===== src/design/cfq_pkg.sv =====
package cfq_pkg;

    localparam int WORD_W        = 32;
    localparam int DEPTH_DEFAULT = 16;

    // operation codes
    localparam logic KIND_PUSH = 1'b0;
    localparam logic KIND_POP  = 1'b1;

    // result status codes
    localparam logic [1:0] ST_DONE  = 2'd0;
    localparam logic [1:0] ST_FULL  = 2'd1;
    localparam logic [1:0] ST_EMPTY = 2'd2;

    typedef struct packed {
        logic                     kind;
        logic signed [WORD_W-1:0] push_value;
    } req_t;

    typedef struct packed {
        logic [1:0]               status;
        logic signed [WORD_W-1:0] oldest_value;
        logic signed [WORD_W-1:0] newest_value;
        logic                     is_empty;
        logic                     is_full;
    } rsp_t;

    // per-cycle command broadcast to every storage cell
    typedef struct packed {
        logic              push;
        logic              pop;
        logic [WORD_W-1:0] value;
    } ctl_t;

endpackage


===== src/design/circular_fifo_queue.sv =====
// A result is loaded into the result register in the cycle after its request is taken.
// Throughput: one push or pop per cycle; the request side stalls only while a
// finished result is held in the result register and the result side stalls.
// Storage is a row of DEPTH-1 cells; a pop shifts every cell toward the head.
// Reset (rst_n low, asynchronous) empties the queue and drops any pending result.
module circular_fifo_queue #(
    parameter int DEPTH = cfq_pkg::DEPTH_DEFAULT
) (
    input  logic          clk,
    input  logic          rst_n,
    input  logic          req_valid,
    output logic          req_stall,
    input  cfq_pkg::req_t req,
    output logic          rsp_valid,
    input  logic          rsp_stall,
    output cfq_pkg::rsp_t rsp
);
    import cfq_pkg::*;

    localparam int N = DEPTH - 1;

    logic [N-1:0]      cell_valid;
    logic [WORD_W-1:0] cell_data [N];
    logic [N-1:0]      right_valid;
    logic [WORD_W-1:0] right_data [N];
    logic [N-1:0]      left_valid;
    logic [N+1:0]      occ;
    ctl_t              ctl;

    logic              accept;
    logic              is_push;
    logic              was_full;
    logic              was_empty;
    logic              do_push;
    logic              do_pop;

    logic [WORD_W-1:0] newest_reg;
    logic [WORD_W-1:0] newest_next;
    logic              rsp_valid_reg;
    logic              rsp_valid_next;
    rsp_t              rsp_reg;
    rsp_t              rsp_next;

    // occ[k] is set when the queue holds at least k entries
    assign occ       = {1'b0, cell_valid, 1'b1};
    assign was_empty = !occ[1];
    assign was_full  = occ[N];

    // handshake
    assign req_stall = rsp_valid_reg && rsp_stall;
    assign accept    = req_valid && !req_stall;
    assign is_push   = (req.kind == KIND_PUSH);
    assign do_push   = accept && is_push && !was_full;
    assign do_pop    = accept && !is_push && !was_empty;

    assign ctl.push  = do_push;
    assign ctl.pop   = do_pop;
    assign ctl.value = req.push_value;

    // neighbor wiring of the cell row
    always_comb
    begin
        for (int i = 0; i < N; i++)
        begin
            left_valid[i] = occ[i];
            if (i == N - 1)
            begin
                right_valid[i] = 1'b0;
                right_data[i]  = '0;
            end
            else
            begin
                right_valid[i] = cell_valid[i+1];
                right_data[i]  = cell_data[i+1];
            end
        end
    end

    for (genvar g = 0; g < N; g++)
    begin : g_cell
        cfq_cell u_cell (
            .clk         (clk),
            .rst_n       (rst_n),
            .ctl         (ctl),
            .left_valid  (left_valid[g]),
            .right_valid (right_valid[g]),
            .right_data  (right_data[g]),
            .valid       (cell_valid[g]),
            .data        (cell_data[g])
        );
    end

    // last pushed word is the newest entry while the queue is not empty
    assign newest_next = do_push ? req.push_value : newest_reg;

    always_ff @(posedge clk)
    begin
        newest_reg <= newest_next;
    end

    // result for the state after the transaction
    always_comb
    begin
        rsp_next = '0;
        if (do_push)
        begin
            rsp_next.status       = ST_DONE;
            rsp_next.is_empty     = 1'b0;
            rsp_next.is_full      = occ[N-1];
            rsp_next.oldest_value = was_empty ? req.push_value : cell_data[0];
            rsp_next.newest_value = req.push_value;
        end
        else if (do_pop)
        begin
            rsp_next.status       = ST_DONE;
            rsp_next.is_empty     = !occ[2];
            rsp_next.is_full      = 1'b0;
            rsp_next.oldest_value = occ[2] ? right_data[0] : '0;
            rsp_next.newest_value = occ[2] ? newest_reg : '0;
        end
        else
        begin
            rsp_next.status       = is_push ? ST_FULL : ST_EMPTY;
            rsp_next.is_empty     = was_empty;
            rsp_next.is_full      = was_full;
            rsp_next.oldest_value = was_empty ? '0 : cell_data[0];
            rsp_next.newest_value = was_empty ? '0 : newest_reg;
        end
    end

    // result register
    always_comb
    begin
        rsp_valid_next = rsp_valid_reg;
        if (accept)
        begin
            rsp_valid_next = 1'b1;
        end
        else if (!rsp_stall)
        begin
            rsp_valid_next = 1'b0;
        end
    end

    always_ff @(posedge clk or negedge rst_n)
    begin
        if (!rst_n)
        begin
            rsp_valid_reg <= 1'b0;
        end
        else
        begin
            rsp_valid_reg <= rsp_valid_next;
        end
    end

    always_ff @(posedge clk)
    begin
        if (accept)
        begin
            rsp_reg <= rsp_next;
        end
    end

    assign rsp_valid = rsp_valid_reg;
    assign rsp       = rsp_reg;

endmodule


===== src/design/cfq_cell.sv =====
module cfq_cell (
    input  logic                        clk,
    input  logic                        rst_n,
    input  cfq_pkg::ctl_t               ctl,
    input  logic                        left_valid,
    input  logic                        right_valid,
    input  logic [cfq_pkg::WORD_W-1:0]  right_data,
    output logic                        valid,
    output logic [cfq_pkg::WORD_W-1:0]  data
);
    import cfq_pkg::*;

    logic              valid_reg;
    logic              valid_next;
    logic [WORD_W-1:0] data_reg;
    logic [WORD_W-1:0] data_next;
    logic              load_push;

    // a push lands in the first free cell: the one whose left neighbor is occupied
    assign load_push = ctl.push && left_valid && !valid_reg;

    // pop shifts the whole row one cell toward the head
    always_comb
    begin
        valid_next = valid_reg;
        data_next  = data_reg;
        if (ctl.pop)
        begin
            valid_next = right_valid;
            data_next  = right_data;
        end
        else if (load_push)
        begin
            valid_next = 1'b1;
            data_next  = ctl.value;
        end
    end

    always_ff @(posedge clk or negedge rst_n)
    begin
        if (!rst_n)
        begin
            valid_reg <= 1'b0;
        end
        else
        begin
            valid_reg <= valid_next;
        end
    end

    // payload, no reset
    always_ff @(posedge clk)
    begin
        data_reg <= data_next;
    end

    assign valid = valid_reg;
    assign data  = data_reg;

endmodule


===== config.mk =====
export PLATFORM = sky130hd
export DESIGN_NAME = circular_fifo_queue
export DESIGN_NICKNAME = d
export VERILOG_FILES = /design/src/design/cfq_pkg.sv /design/src/design/circular_fifo_queue.sv /design/src/design/cfq_cell.sv
export SDC_FILE = /design/constraint.sdc
export NUM_CORES = 1
export LEC_CHECK = 0
export BUFFER_PORTS_ARGS = -buffer_cell sky130_fd_sc_hd__buf_2
export CORE_UTILIZATION = 32
export CTS_CLUSTER_DIAMETER = 150
export DETAILED_ROUTE_END_ITERATION = 7
export GPL_TIMING_DRIVEN = 0
export HOLD_SLACK_MARGIN = 0.15
export PLACE_DENSITY = 0.55
export SLEW_MARGIN = 20
export SYNTH_ARGS = -nofsm -noshare
export SYNTH_HDL_FRONTEND = slang
export SYNTH_HIERARCHICAL = 1
export SYNTH_SLANG_ARGS = --single-unit

===== constraint.sdc =====
create_clock -name clk -period 3.15 [get_ports clk]
set_input_delay 0.315 -clock clk [delete_from_list [all_inputs] [get_ports clk]]
set_output_delay 0.315 -clock clk [all_outputs]
set_load 0.1 [all_outputs]

## Word-level counts from Yosys, hierarchy flattened

Index checks and enable logic that the tools add are counted.

| storage, ports and cells | value |
|---|---|
| register bits after elaboration | 596 |
| word-level logic and storage cells | 174 |
| input port bits | 37 |
| output and inout port bits | 70 |

| cells by class | value |
|---|---|
| multiplexer cells | 68 |
| bitwise operators | 1 |
| equal/unequal tests | 1 |
| reductions and logical operators | 67 |

Operators with widths:

| kind | count |
|---|---|
| $mux W32 | 33 |
| $mux W66 | 2 |
| $logic_and A1 B1 Y1 | 35 |
| $mux W1 | 32 |
| $reduce_bool A2 Y1 | 15 |
| $logic_not A1 Y1 | 16 |
| $mux W2 | 1 |
| $ne A2 B1 Y1 const B | 1 |
| $reduce_or A2 Y1 | 1 |
| $not A1 Y1 | 1 |

## Longest topological paths before layout

| depth | value |
|---|---|
| word-level depth | 9 |
| mapped depth | 7 |
| mapped depth without buffers | 5 |

## Hierarchy

Netlist, hierarchy kept.

Modules (own cells, without submodules):

| module | area an instance (um^2) | times used | seq. area each (um^2) | cells each |
|---|---|---|---|---|
| cfq_cell | 1536.5 | 15 | 985.9 | 74 |
| circular_fifo_queue | 4390.5 | 1 | 3027.9 | 307 |

## Least setup slack after synthesis

No wires, ideal clock.

| path | value |
|---|---|
| path kind | flip-flop to flip-flop |
| start point | register rsp_valid_reg, in the netlist rsp_valid |
| end point | register g_cell[0].u_cell.data_reg[0], enable pin |
| library setup time | 0.428 ns |
| cell stages (with the launch flop) | 7 |
| buffers on the path | 2 |
| clock period less this slack | 3.979 ns |
| arrival time | 3.551 ns |
| data required time | 2.722 ns |
| setup slack | -0.829 ns |
| path through | dfrtp_1 a21bo_2 nor3_4 buf_4 buf_4 nand2_1 o21bai_1 |

| on the way | value |
|---|---|
| word-level cells in the longest chain between the ends | 7 |
| elaborated cells between the ends (all ways) | 9 |
| those cells by class | 9 x reduce/logical |

Ends and longest elaborated chain:

| item | line | text |
|---|---|---|
| from (decl) | circular_fifo_queue.sv:39 | `logic rsp_valid_reg;` |
| from (signal assigned) | circular_fifo_queue.sv:153 | `rsp_valid_reg <= rsp_valid_next;` |
| $logic_and A1 B1 Y1 | circular_fifo_queue.sv:50 | `assign req_stall = rsp_valid_reg && rsp_stall;` |
| $logic_not A1 Y1 | circular_fifo_queue.sv:51 | `assign accept = req_valid && !req_stall;` |
| $logic_and A1 B1 Y1 | circular_fifo_queue.sv:51 |  |
| $logic_and A1 B1 Y1 (2 in a row) | circular_fifo_queue.sv:53 | `assign do_push = accept && is_push && !was_full;` |
| via do_push | circular_fifo_queue.sv:34 | `logic do_push;` |
| $logic_and A1 B1 Y1 | cfq_cell.sv:20 | `assign load_push = ctl.push && left_valid && !valid_reg;` |
| $reduce_bool A2 Y1 (no source line) | n/a |  |
| to (signal assigned) | cfq_cell.sv:54 | `data_reg <= data_next;` |
| to (decl) | cfq_cell.sv:15 | `logic [WORD_W-1:0] data_reg;` |

The timed path passes the listed nets, and every way through them passes these cells.
A chain may end at the register's enable or synchronous reset.

## Final worst setup path

| path | value |
|---|---|
| start point | register g_cell[14].u_cell.valid_reg |
| end point | register g_cell[14].u_cell.data_reg[15], enable pin |

| on the way | value |
|---|---|
| word-level cells in the longest chain between the ends | 4 |

Ends and longest elaborated chain:

| item | line | text |
|---|---|---|
| from (decl) | cfq_cell.sv:13 | `logic valid_reg;` |
| from (signal assigned) | cfq_cell.sv:47 | `valid_reg <= valid_next;` |
| $logic_not A1 Y1 | circular_fifo_queue.sv:53 |  |
| $logic_and A1 B1 Y1 | circular_fifo_queue.sv:53 |  |
| via do_push | circular_fifo_queue.sv:34 |  |
| $logic_and A1 B1 Y1 (2 in a row) | cfq_cell.sv:20 |  |
| to (signal assigned) | cfq_cell.sv:54 |  |
| to (decl) | cfq_cell.sv:15 |  |

The timed path passes the listed nets, and every way through them passes these cells.

==> results.cfg <==
[synthesis]
synth-edff-count = 580
ys.flop_type = edfxtp_1
seq_area_frac_synth = 0.6494
synth_cells = 1417
synth_seq_cells = 596
yosys.area.top_type = edfxtp_1
ys_types = 31
synth_warnings = 6
async_flop_share = 0.02685
syn_avg_cell_area_sq_um = 19.36
syn-cell-area_sq_um = 27440
synth_top_area_frac = 0.6348
netlist_top_cells_area = edfxtp_1 63%, mux2_4 22%, mux2_2 3.1%, buf_12 2.2%, dfrtp_1 1.5%

[timing]
finalClockSkew_ns = 0.01582
fin_crit_ns = 2.882
tightest_slew_ns = 0.9063
final.period_utilization = 0.9149
hold_viol_final = 0
slew_headroom = 0.3942
tns_ns = 0
setup_viol = 0
rsz0062_at_grt = no
maxSlewViolCount = 0
clock.fmax_mhz = 347.0

[place]
portBuffers = 106
place.gp.congestion = 0.7229
dpl.hpwl_mm = 31.71

[detailed_routing]
vias_per_cell = 4.322
drc = 0
first_pass_iters = 5
routedWlPerCell_um = 16.07
antenna_left = 0
drt-total-wl_mm = 45.64
vias = 12275
drtIter0Drc = 459

[clock_network]
cts.sinks = 596
clock_latency_ns = 0.59
clk_path_buf_depth = 3
cts_tree = built
cts_buffers = 66
root_buffer = clkbuf_16
post_cts_buffers = 0
cts_htree_levels = 3
cts.clk_slew.worst_paths_ns = 0.06

[finish]
antenna_cells = 0
layout_commonest_cell = edfxtp_1
drive_gt1_frac = 0.4570
fin_nets = 1682
fin_util = 0.3779
largest_reg_flops = 480
area_growth_pct = 17.07
final_cell_mix = 580 x edfxtp_1, 405 x mux2_4, 115 x buf_2, 75 x mux2_2, 73 x clkbuf_16

[global_routing]
grt_pass1_wl_mm = 71.43
antenna_found_initial = 0
globalRouteTotalUtil = 0.1053
grt_max_degree = 59
overflow = 0
grt_pass1_vias = 13121

[floorplanning]
die_area_sq_um = 86920
rows = 107
coreArea_sq_um = 85010
io_pins = 107
dieWidth_um = 294.8
start_util = 0.3227
die_h_um = 294.8

[power_and_ir_drop]
p_total_mw = 22.39
p_leak_nw = 11.66
ir_drop_v = 0.0004204
powerDensity_nw_per_um2 = 696.9

[critical_path]
endpoint_kind = register
cp-start-kind = register
crit_required_ns = 3.35
arrival_ns = 3.09
worstPathMaxFanout = 56
worst-setup-path-type = register to register

[run_status]
status = finished clean

[hold_path]
hold_class = input pin to register

[job]
drv_cap = 0
## cell families (layout without fill, tap and decap cells)
group                  count (synthesis)  count (layout)  share of synthesized area
other                                  2              34                  0.0002737
DFF                                  596             596                     0.6494
AOI/OAI and AO/OA                    131             145                    0.03384
and+or+nand+nor                       91              91                    0.01496
muxes                                507             507                     0.2623
buffers and inverters                 90             323                    0.03931
## metal layers
metal  GRT usage  share of wire
met1      0.1220           0.41
met2      0.1879           0.52
met4     0.04179          0.025
met3     0.02247          0.041
met5           0              0
## synth_stat cells, types with 2 or more instances
master / count
a21boi_0: 27
a21oi_1: 22
a22o_1: 32
a31oi_1: 32
buf_1: 2
buf_12: 30
buf_2: 10
buf_4: 4
buf_6: 30
clkbuf_1: 11
conb_1: 2
dfrtp_1: 16
edfxtp_1: 580
inv_1: 2
mux2_2: 75
mux2_4: 405
mux2i_1: 27
nand2_1: 49
nand3_1: 5
nor2_1: 16
nor2b_1: 16
o21bai_1: 15
## stage by stage
| step | cells | cell area [sq um] | setup slack [ns] | hold slack (ns) |
|---|---|---|---|---|
| final | 2840 | 32120 | 0.2681 | 0.1837 |
| after global routing | 2840 | 32120 | 0.09286 | 0.1831 |
| after CTS | 2835 | 31970 | 0.05406 | 0.1504 |
| after detailed placement | 2700 | 29720 | -0.1188 | 0.2983 |
| after global placement | 2699 | 29690 | -0.05908 | 0.2859 |
| after floorplan | 1449 | 27730 | 0.1435 | 0.01941 |
## worst max-delay path, cell delays in order, from the launching register on
cell and delay, ns:
dfrtp_1 0.59, nor3_4 0.39, buf_4 0.25, buf_12 0.30
nand2_1 0.17, o21bai_4 0.74
## final cells by class
type | instances | area [sq um]
fillers | 7725 | 52890
flip-flops and latches | 596 | 17820
multi-input cells | 777 | 9095
clock buffers | 92 | 1898
well taps | 1144 | 1431
plain buffers | 87 | 1082
repair buffers | 114 | 628.1
clock inverters | 27 | 158.9
inverters | 3 | 11.26
## worst paths after layout
check / slack, ns / depth (start not counted) / start / to
max: 0.27 / 5 / g_cell[14].u_cell/valid$_DFFE_PN0P_ / g_cell[14].u_cell/data[15]$_DFFE_PP_
min: 0.18 / 1 / req[29] / newest_reg[29]$_DFFE_PP_
max reg2reg: 0.27 / 5 / g_cell[14].u_cell/valid$_DFFE_PN0P_ / g_cell[14].u_cell/data[15]$_DFFE_PP_
min reg2reg: 0.53 / 1 / g_cell[6].u_cell/data[19]$_DFFE_PP_ / g_cell[5].u_cell/data[19]$_DFFE_PP_
max in group asynchronous: 2.56 / 2 / rst_n / g_cell[2].u_cell/valid$_DFFE_PN0P_
min in group asynchronous: 0.25 / 2 / rst_n / g_cell[14].u_cell/valid$_DFFE_PN0P_
## where the power goes
group	internal [mW]	leakage (nW)	total (mW)	switching, mW
Clock	4.35	0.999	7.30	2.95
Sequential	9.98	5.53	10.4	0.430
Combinational	1.94	5.13	4.68	2.75
Total	16.3	11.7	22.4	6.12
## repair_timing
item	4_1_cts	5_1_grt
pin swaps	6	3
hold buffers	7	0
gates resized for setup	4	15
hold endpoints to repair	21	0
setup endpoints to repair	480	288
cloned	9	5
Note: power is estimated with default switching activity, not from simulation.
